File: src/design/whtok_pkg.sv
// ----------------------------------------------------------------------------
// whtok_pkg: shared types and constants of the word hash tokenizer
// Holds the job word passed from the front end to the back end, the
// configuration register indexes and the fixed hash constants.
// ----------------------------------------------------------------------------
package whtok_pkg;

    localparam int ID_W    = 16;
    localparam int INDEX_W = 10;
    localparam int COUNT_W = 11;
    localparam int HASH_W  = 32;
    localparam int MOD_W   = 17;
    localparam int CFG_W   = 17;
    localparam int TDATA_W = 40;

    localparam logic [HASH_W-1:0]  HASH_START = 32'd5381;
    localparam int                 HASH_SHIFT = 5;
    localparam logic [7:0]         SPACE_BYTE = 8'h20;
    localparam logic [7:0]         NUL_BYTE   = 8'h00;
    localparam logic [COUNT_W-1:0] COUNT_CAP  = 11'd1024;
    localparam logic [MOD_W-1:0]   MOD_MAX    = 17'h10000;

    localparam logic [MOD_W-1:0]   VOCAB_RESET = 17'd4096;
    localparam logic [COUNT_W-1:0] MAX_RESET   = 11'd1024;

    // Configuration register indexes.
    localparam logic REG_VOCAB      = 1'b0;
    localparam logic REG_MAX_TOKENS = 1'b1;

    // One pending result: the raw hash still needs its modulo.
    typedef struct packed {
        logic [HASH_W-1:0]  hash;
        logic [INDEX_W-1:0] index;
        logic               valid;
        logic               is_end;
        logic [COUNT_W-1:0] count;
    } job_t;

endpackage

File: src/design/whtok_queue.sv
// ----------------------------------------------------------------------------
// whtok_queue: two-entry job queue
// Decouples the byte front end from the modulo back end.
// ----------------------------------------------------------------------------
module whtok_queue
    import whtok_pkg::*;
(
    input  logic aclk,
    input  logic aresetn,
    input  logic push,
    input  job_t push_job,
    output logic full,
    output logic pop_valid,
    input  logic pop,
    output job_t pop_job
);

    job_t       entry_reg [2];
    logic       wr_ptr_reg, wr_ptr_next;
    logic       rd_ptr_reg, rd_ptr_next;
    logic [1:0] count_reg, count_next;

    logic do_push;
    logic do_pop;

    assign full      = (count_reg == 2'd2);
    assign pop_valid = (count_reg != 2'd0);
    assign pop_job   = entry_reg[rd_ptr_reg];
    assign do_push   = push && !full;
    assign do_pop    = pop && pop_valid;

    always_comb begin
        wr_ptr_next = do_push ? ~wr_ptr_reg : wr_ptr_reg;
        rd_ptr_next = do_pop ? ~rd_ptr_reg : rd_ptr_reg;
        count_next  = count_reg;
        if (do_push && !do_pop) begin
            count_next = count_reg + 2'd1;
        end else if (do_pop && !do_push) begin
            count_next = count_reg - 2'd1;
        end
    end

    always_ff @(posedge aclk) begin
        if (!aresetn) begin
            wr_ptr_reg <= 1'b0;
            rd_ptr_reg <= 1'b0;
            count_reg  <= 2'd0;
        end else begin
            wr_ptr_reg <= wr_ptr_next;
            rd_ptr_reg <= rd_ptr_next;
            count_reg  <= count_next;
        end
    end

    always_ff @(posedge aclk) begin
        if (do_push) begin
            entry_reg[wr_ptr_reg] <= push_job;
        end
    end

endmodule

File: src/design/whtok_front.sv
// ----------------------------------------------------------------------------
// whtok_front: byte front end
// Accepts text bytes, runs the djb2 hash, tracks word and byte counts,
// holds the configuration registers and queues one job per result.
// ----------------------------------------------------------------------------
module whtok_front
    import whtok_pkg::*;
#(
    parameter int TEXT_BYTES = 1024
) (
    input  logic             aclk,
    input  logic             aresetn,
    input  logic             s_tvalid,
    output logic             s_tready,
    input  logic [7:0]       s_tdata,
    input  logic             s_tlast,
    input  logic             cfg_we,
    input  logic             cfg_index,
    input  logic [CFG_W-1:0] cfg_wdata,
    input  logic             q_full,
    output logic             q_push,
    output job_t             q_job,
    output logic [MOD_W-1:0] modulus
);

    localparam int BC_W = $clog2(TEXT_BYTES);
    localparam logic [BC_W-1:0] BYTE_LIMIT = BC_W'(TEXT_BYTES - 1);

    logic [MOD_W-1:0]   vocab_reg;
    logic [COUNT_W-1:0] max_reg;

    logic [HASH_W-1:0]  hash_reg, hash_next;
    logic               in_word_reg, in_word_next;
    logic [COUNT_W-1:0] word_count_reg, word_count_next;
    logic [BC_W-1:0]    byte_count_reg, byte_count_next;

    logic               accept;
    logic               close_text;
    logic [COUNT_W-1:0] limit;
    logic               room;

    assign s_tready   = !q_full;
    assign accept     = s_tvalid && s_tready;
    assign close_text = s_tlast || (s_tdata == NUL_BYTE);
    assign limit      = (max_reg > COUNT_CAP) ? COUNT_CAP : max_reg;
    assign room       = in_word_reg && (word_count_reg < limit);
    assign modulus    = ((vocab_reg == '0) || (vocab_reg > MOD_MAX)) ? MOD_MAX : vocab_reg;

    always_comb begin
        hash_next       = hash_reg;
        in_word_next    = in_word_reg;
        word_count_next = word_count_reg;
        byte_count_next = byte_count_reg;
        q_push          = 1'b0;
        q_job.hash      = hash_reg;
        q_job.index     = word_count_reg[INDEX_W-1:0];
        q_job.valid     = 1'b1;
        q_job.is_end    = 1'b0;
        q_job.count     = '0;
        if (accept) begin
            if (close_text) begin
                q_push       = 1'b1;
                q_job.is_end = 1'b1;
                if (room) begin
                    q_job.count = word_count_reg + 11'd1;
                end else begin
                    q_job.index = '0;
                    q_job.valid = 1'b0;
                    q_job.count = word_count_reg;
                end
                hash_next       = HASH_START;
                in_word_next    = 1'b0;
                word_count_next = '0;
                byte_count_next = '0;
            end else if (byte_count_reg < BYTE_LIMIT) begin
                byte_count_next = byte_count_reg + 1'b1;
                if (s_tdata == SPACE_BYTE) begin
                    if (room) begin
                        q_push          = 1'b1;
                        word_count_next = word_count_reg + 11'd1;
                    end
                    in_word_next = 1'b0;
                    hash_next    = HASH_START;
                end else begin
                    hash_next    = (hash_reg << HASH_SHIFT) + hash_reg + {24'd0, s_tdata};
                    in_word_next = 1'b1;
                end
            end
        end
    end

    always_ff @(posedge aclk) begin
        if (!aresetn) begin
            hash_reg       <= HASH_START;
            in_word_reg    <= 1'b0;
            word_count_reg <= '0;
            byte_count_reg <= '0;
        end else begin
            hash_reg       <= hash_next;
            in_word_reg    <= in_word_next;
            word_count_reg <= word_count_next;
            byte_count_reg <= byte_count_next;
        end
    end

    always_ff @(posedge aclk) begin
        if (!aresetn) begin
            vocab_reg <= VOCAB_RESET;
            max_reg   <= MAX_RESET;
        end else if (cfg_we) begin
            unique case (cfg_index)
                REG_VOCAB:      vocab_reg <= cfg_wdata;
                REG_MAX_TOKENS: max_reg   <= cfg_wdata[COUNT_W-1:0];
                default:        ;
            endcase
        end
    end

endmodule

File: src/design/whtok_back.sv
// ----------------------------------------------------------------------------
// whtok_back: modulo back end
// Pops jobs, reduces the hash modulo the vocabulary size one bit per cycle
// with a restoring divider, and holds the finished word in the output register.
// ----------------------------------------------------------------------------
module whtok_back
    import whtok_pkg::*;
(
    input  logic               aclk,
    input  logic               aresetn,
    input  logic               q_valid,
    output logic               q_pop,
    input  job_t               q_job,
    input  logic [MOD_W-1:0]   modulus,
    output logic               m_tvalid,
    input  logic               m_tready,
    output logic [TDATA_W-1:0] m_tdata,
    output logic               m_tuser,
    output logic               m_tlast
);

    typedef enum logic [2:0] {
        ST_IDLE = 3'b001,
        ST_DIV  = 3'b010,
        ST_WAIT = 3'b100
    } state_t;

    state_t             state_reg, state_next;
    logic [HASH_W-1:0]  dividend_reg, dividend_next;
    logic [MOD_W-1:0]   rem_reg, rem_next;
    logic [MOD_W-1:0]   modulus_reg;
    logic [4:0]         bit_cnt_reg, bit_cnt_next;
    job_t               job_reg;

    logic               out_valid_reg, out_valid_next;
    logic [ID_W-1:0]    out_id_reg;
    logic [INDEX_W-1:0] out_index_reg;
    logic               out_tok_reg;
    logic               out_end_reg;
    logic [COUNT_W-1:0] out_count_reg;

    logic [MOD_W:0]     trial;
    logic               fits;
    logic               out_free;
    logic               load_out;

    assign trial    = {rem_reg, dividend_reg[HASH_W-1]};
    assign fits     = trial >= {1'b0, modulus_reg};
    assign out_free = !out_valid_reg || m_tready;
    assign q_pop    = (state_reg == ST_IDLE) && q_valid;
    assign load_out = (state_reg == ST_WAIT) && out_free;

    always_comb begin
        state_next    = state_reg;
        dividend_next = dividend_reg;
        rem_next      = rem_reg;
        bit_cnt_next  = bit_cnt_reg;
        unique case (state_reg)
            ST_IDLE: begin
                if (q_valid) begin
                    dividend_next = q_job.hash;
                    rem_next      = '0;
                    bit_cnt_next  = 5'd31;
                    // A bare end marker carries id zero and skips the divider.
                    state_next    = q_job.valid ? ST_DIV : ST_WAIT;
                end
            end
            ST_DIV: begin
                rem_next      = fits ? MOD_W'(trial - {1'b0, modulus_reg}) : trial[MOD_W-1:0];
                dividend_next = {dividend_reg[HASH_W-2:0], 1'b0};
                bit_cnt_next  = bit_cnt_reg - 5'd1;
                if (bit_cnt_reg == 5'd0) begin
                    state_next = ST_WAIT;
                end
            end
            ST_WAIT: begin
                if (out_free) begin
                    state_next = ST_IDLE;
                end
            end
            default: state_next = ST_IDLE;
        endcase
    end

    always_comb begin
        out_valid_next = out_valid_reg;
        if (load_out) begin
            out_valid_next = 1'b1;
        end else if (m_tready) begin
            out_valid_next = 1'b0;
        end
    end

    always_ff @(posedge aclk) begin
        if (!aresetn) begin
            state_reg     <= ST_IDLE;
            out_valid_reg <= 1'b0;
        end else begin
            state_reg     <= state_next;
            out_valid_reg <= out_valid_next;
        end
    end

    always_ff @(posedge aclk) begin
        dividend_reg <= dividend_next;
        rem_reg      <= rem_next;
        bit_cnt_reg  <= bit_cnt_next;
        if (q_pop) begin
            job_reg     <= q_job;
            modulus_reg <= modulus;
        end
        if (load_out) begin
            out_id_reg    <= job_reg.valid ? rem_reg[ID_W-1:0] : '0;
            out_index_reg <= job_reg.index;
            out_tok_reg   <= job_reg.valid;
            out_end_reg   <= job_reg.is_end;
            out_count_reg <= job_reg.count;
        end
    end

    assign m_tvalid = out_valid_reg;
    assign m_tdata  = {3'd0, out_count_reg, out_index_reg, out_id_reg};
    assign m_tuser  = out_tok_reg;
    assign m_tlast  = out_end_reg;

    // The remainder stays below the modulus throughout the division.
    a_rem_bound: assert property (@(posedge aclk) disable iff (!aresetn)
        (state_reg == ST_DIV) |-> (rem_reg < modulus_reg))
        else $error("divider remainder out of range");

    // A bare end marker never carries a token id or index.
    a_marker_zero: assert property (@(posedge aclk) disable iff (!aresetn)
        (m_tvalid && !m_tuser) |-> (m_tlast && (m_tdata[25:0] == 26'd0)))
        else $error("marker word carries token data");

    // Only the closing word reports a count.
    a_count_end: assert property (@(posedge aclk) disable iff (!aresetn)
        (m_tvalid && !m_tlast) |-> (m_tdata[36:26] == 11'd0))
        else $error("count set on a word that does not close the text");

    // A job is popped only when the output path has taken the previous one.
    a_pop_idle: assert property (@(posedge aclk) disable iff (!aresetn)
        q_pop |=> (state_reg == ST_DIV || state_reg == ST_WAIT))
        else $error("popped job not taken into the divider");

endmodule

File: src/design/word_hash_tokenizer_unit.sv
// Path: a byte that ends a word writes a job into the queue; the back end pops it
// into the divider and loads the output register; bare end markers skip the divider.
// Throughput: one byte per cycle while the two-entry job queue has room; the
// bit-serial modulo divider takes no new word until the last reaches the output register.
// Reset: synchronous active-low aresetn clears the text state and the queue
// and loads a vocabulary size of 4096 and a word limit of 1024.
// ----------------------------------------------------------------------------
// word_hash_tokenizer_unit: djb2 word hash tokenizer
// Splits a byte stream into space-separated words and emits each word's
// hash modulo the vocabulary size with its index and the final word count.
// ----------------------------------------------------------------------------
module word_hash_tokenizer_unit
    import whtok_pkg::*;
#(
    parameter int TEXT_BYTES = 1024
) (
    input  logic               aclk,
    input  logic               aresetn,
    input  logic               s_tvalid,
    output logic               s_tready,
    input  logic [7:0]         s_tdata,   // [7:0] text_byte
    input  logic               s_tlast,
    output logic               m_tvalid,
    input  logic               m_tready,
    output logic [TDATA_W-1:0] m_tdata,   // [15:0] token_id, [25:16] token_index,
                                          // [36:26] token_count, [39:37] zero
    output logic               m_tuser,   // [0] token_valid
    output logic               m_tlast,
    input  logic               cfg_we,
    input  logic               cfg_index,
    input  logic [CFG_W-1:0]   cfg_wdata
);

    logic             q_push;
    logic             q_full;
    logic             q_valid;
    logic             q_pop;
    job_t             push_job;
    job_t             pop_job;
    logic [MOD_W-1:0] modulus;

    whtok_front #(
        .TEXT_BYTES(TEXT_BYTES)
    ) u_front (
        .aclk     (aclk),
        .aresetn  (aresetn),
        .s_tvalid (s_tvalid),
        .s_tready (s_tready),
        .s_tdata  (s_tdata),
        .s_tlast  (s_tlast),
        .cfg_we   (cfg_we),
        .cfg_index(cfg_index),
        .cfg_wdata(cfg_wdata),
        .q_full   (q_full),
        .q_push   (q_push),
        .q_job    (push_job),
        .modulus  (modulus)
    );

    whtok_queue u_queue (
        .aclk     (aclk),
        .aresetn  (aresetn),
        .push     (q_push),
        .push_job (push_job),
        .full     (q_full),
        .pop_valid(q_valid),
        .pop      (q_pop),
        .pop_job  (pop_job)
    );

    whtok_back u_back (
        .aclk    (aclk),
        .aresetn (aresetn),
        .q_valid (q_valid),
        .q_pop   (q_pop),
        .q_job   (pop_job),
        .modulus (modulus),
        .m_tvalid(m_tvalid),
        .m_tready(m_tready),
        .m_tdata (m_tdata),
        .m_tuser (m_tuser),
        .m_tlast (m_tlast)
    );

endmodule
File: config.mk
export PLATFORM = sky130hd
export DESIGN_NAME = word_hash_tokenizer_unit
export DESIGN_NICKNAME = d
export VERILOG_FILES = /design/src/design/whtok_pkg.sv /design/src/design/whtok_queue.sv /design/src/design/whtok_front.sv /design/src/design/whtok_back.sv /design/src/design/word_hash_tokenizer_unit.sv
export SDC_FILE = /design/constraint.sdc
export NUM_CORES = 1
export LEC_CHECK = 0
export ABC_CLOCK_PERIOD_IN_PS = 7600
export BUFFER_PORTS_ARGS = -buffer_cell sky130_fd_sc_hd__buf_2
export CORE_MARGIN = 2
export CORE_UTILIZATION = 35
export DETAILED_ROUTE_END_ITERATION = 8
export HOLD_SLACK_MARGIN = 0.03
export PLACE_DENSITY = 0.48
export SLEW_MARGIN = 10
export SYNTH_ARGS = -nofsm -noshare
export SYNTH_HDL_FRONTEND = slang
export SYNTH_SLANG_ARGS = --single-unit
File: constraint.sdc
create_clock -name aclk -period 7.6 [get_ports aclk]
set_clock_uncertainty 0.2 [all_clocks]
set_input_delay 1.9 -clock aclk [delete_from_list [all_inputs] [get_ports aclk]]
set_output_delay 1.9 -clock aclk [all_outputs]
set_load 0.005 [all_outputs]
==> results.yml <==
finish:
  fin_nets: 1519
  mostFrequentLayoutCells: "edfxtp_1, nand2_1, ha_1, dfxtp_1, buf_2"
  largest_reg_flops: 110
  layout_commonest_cell: "edfxtp_1"
  multi_input_area_mm2: 0.00622
  diodes: 0
  area_growth_pct: 14.5
  drive_gt1_share_pct: 13.3
  ff_latch_area_mm2: 0.00912
  fillers: 4235
  final_util_pct: 40.6
sta:
  setup_viol: 0
  final.setup.tns_ps: 0
  rsz0062_at_grt: "false"
  worst_slew_pin_slew_ps: 1070
  setup_ws_ps: 2510
  maxSlewViolCount: 0
  period_share_pct: 67.0
  hold_ws_ps: 209
  fmax_mhz: 197
  final_hold_viol_count: 0
  relSlewSlack_pct: 28.7
  period_needed_ps: 5090
clock_tree:
  hold_buffers: 0
  clk_pin_slew_ps: 60
  post_cts_buffers: 0
  clock-root-buffer: "clkbuf_16"
  cts_buffer_depth: 3
  tritoncts: "built"
  htree_levels: 2
  cts_resized: 0
  cts.sinks: 334
  numCtsBuffers: 39
  clkLatencyLatePin_ps: 560
critical_path:
  cp.required_ps: 7580
  worst_path_dominant_cell_family: "simple AND/OR/NAND/NOR gates"
  arrival_ps: 5060
  critPathMaxStageDelay_ps: 680
  crit_buf_inv: 3
  reg2regPathDepth: 12
  rrSetupSlack_ps: 3200
  r2r-end: "u_queue.entry_reg[1][45]"
  cp-start-kind: "input port"
  critPathMaxFanout: 32
  end_kind: "flop"
  path_depth: 9
  crit_start: "s_tdata[6]"
  crit_chain: "buf_2 > or4_1 > nor4_4 > a21oi_1 > or2_1 > inv_2 > a21oi_1 > nor2b_4 > buf_4"
  crit_type: "in -> reg"
  slowest_stage: "nor2b_4"
  reg2reg_from: "u_front.max_reg[10]"
  cpMostUsedCell: "a21oi_1"
min_path:
  hold_class: "reg -> reg"
  whs_path_depth: 0
  whs_endpoint: "u_back.out_index_reg[3]"
  hp-start: "u_back.job_reg[16]"
global_route:
  globalRouteOverflowTotal: 0
  grt_max_degree: 69
  grt_pass1_vias: 9828
  antenna_found_initial: 0
  grt_pass1_wl_um: 54700
  track_usage_pct: 14.9
synth:
  yosys_warnings: 0
  synth_top_family_by_area: "simple AND/OR/NAND/NOR gates"
  synth_edf_count: 243
  yosys.area.top_type: "edfxtp_1"
  synth-async-reset-ratio_pct: 0
  yosys.area_share.simple_pct: 12.8
  synth_fa_ha_area_share_pct: 7.83
  synth.area.mux_share_pct: 4.66
  syn_area_mm2: 0.0157
  syn_area_per_cell_um2: 11.9
  synth_top_cell_area_share_pct: 46.6
  ys.flop_type: "edfxtp_1"
  synth_compound_area_share_pct: 10.8
  synth-seq-cells: 334
  seq_area_frac_synth_pct: 58.2
  synth_xor_area_share_pct: 3.35
  synth_cells: 1313
  synth_area_leaders: "edfxtp_1, dfxtp_1, ha_1, nand2_1, mux2i_1"
  synthDistinctLibCells: 77
drt:
  ant_nets: 0
  wire_per_inst_um: 16.9
  vias: 9885
  dr.pass1.iters: 5
  drc: 0
  viasPerCell: 4.91
  wl_um: 34000
  drtIter0Drc: 455
floorplan:
  start_util_pct: 35.4
  core_region_area_mm2: 0.0442
  die_y_um: 216
  die_w_um: 216
  die_area_mm2: 0.0465
  num_io_pins: 76
  num_rows: 77
place:
  gp_congestion: 0.840
  dp_slack_ps: 1860
  portBuffers: 72
  dpl.hpwl_um: 23200
run_status:
  run_status: "complete, no violations"
power_and_ir_drop:
  vdd_ir_drop_max_mv: 0.207
  power_density_mw_per_mm2: 338
  leakage_nw: 6.78
flow_run:
  drv_cap: 0
[how the worst max path moves through the flow]
stage                                           to  slack [ps]
after floorplan            u_queue.entry_reg[1][0]        1100
after global placement    u_queue.entry_reg[1][36]        1910
after detailed placement  u_queue.entry_reg[1][37]        1860
after CTS                 u_queue.entry_reg[1][45]        2440
after global routing      u_queue.entry_reg[1][45]        2260
final                     u_queue.entry_reg[1][45]        2510
[Yosys cell counts (all sizes together) (7+ instances only)]
library cell	count
buf	12
o21bai	7
a21boi	29
a22oi	10
xor2	37
a21oi	48
mux2i	47
ha	90
nor2b	33
inv	44
nand4	16
nand3	22
nand2b	12
xnor2	23
mux2	23
a31oi	14
nor3	12
dfxtp	91
clkbuf	36
nand2	160
and3	8
o21ai	70
nor4	8
a21o	27
nor2	66
and2	41
edfxtp	243
[cell type report]
cell class                 count  share of cell area (%)
multi-input combinational    889                    34.7
timing repair buffer          84                    2.51
tap                          592                    4.13
sequential                   334                    50.8
inverter                      44                   0.920
clock inverter                24                    1.37
clock buffer                  47                    5.61
[worst register-to-register path, stage by stage, from the launching register on]
cell	delay, ps
dfxtp_1	310
inv_1	270
nand2_1	100
ha_1	290
a21o_1	160
a21o_1	170
a21o_1	180
a21oi_2	170
o21ai_2	100
a31oi_4	490
a21oi_1	310
nor2b_4	680
buf_4	570
[cells by family after synthesis]
family / Yosys count
simple gates: 407
fa+ha+maj: 95
other cells: 1
buf+inv: 92
flops: 334
compound gates: 254
mux: 70
xor+xnor: 60
[stage by stage]
step | cell area (um^2) | total power, mW | instances
after floorplan | 15700 | 3.85 | 1315
after global placement | 16700 | 4.30 | 1943
after detailed placement | 16700 | 4.31 | 1943
after CTS | 17900 | 6.18 | 2014
after global routing | 17900 | 6.45 | 2014
final | 17900 | 6.06 | 2014
[per-layer routing]
metal / track usage, % / share of wire, % / up-vias
met5: 0 / 0 / -
met4: 4.74 / 2.2 / 0
met3: 2.27 / 3.4 / 56
met2: 23.6 / 46 / 140
met1: 20.8 / 49 / 4745
li1: - / - / 4944
[report_power, final]
| group | switching, mW | total [mW] | leakage, nW | internal (mW) |
|---|---|---|---|---|
| clock | 0.741 | 1.83 | 0.614 | 1.09 |
| combinational | 0.982 | 1.62 | 3.19 | 0.635 |
| sequential | 0.181 | 2.62 | 2.98 | 2.44 |
| total | 1.90 | 6.06 | 6.78 | 4.16 |
Note: power is estimated with default switching activity, not from simulation.
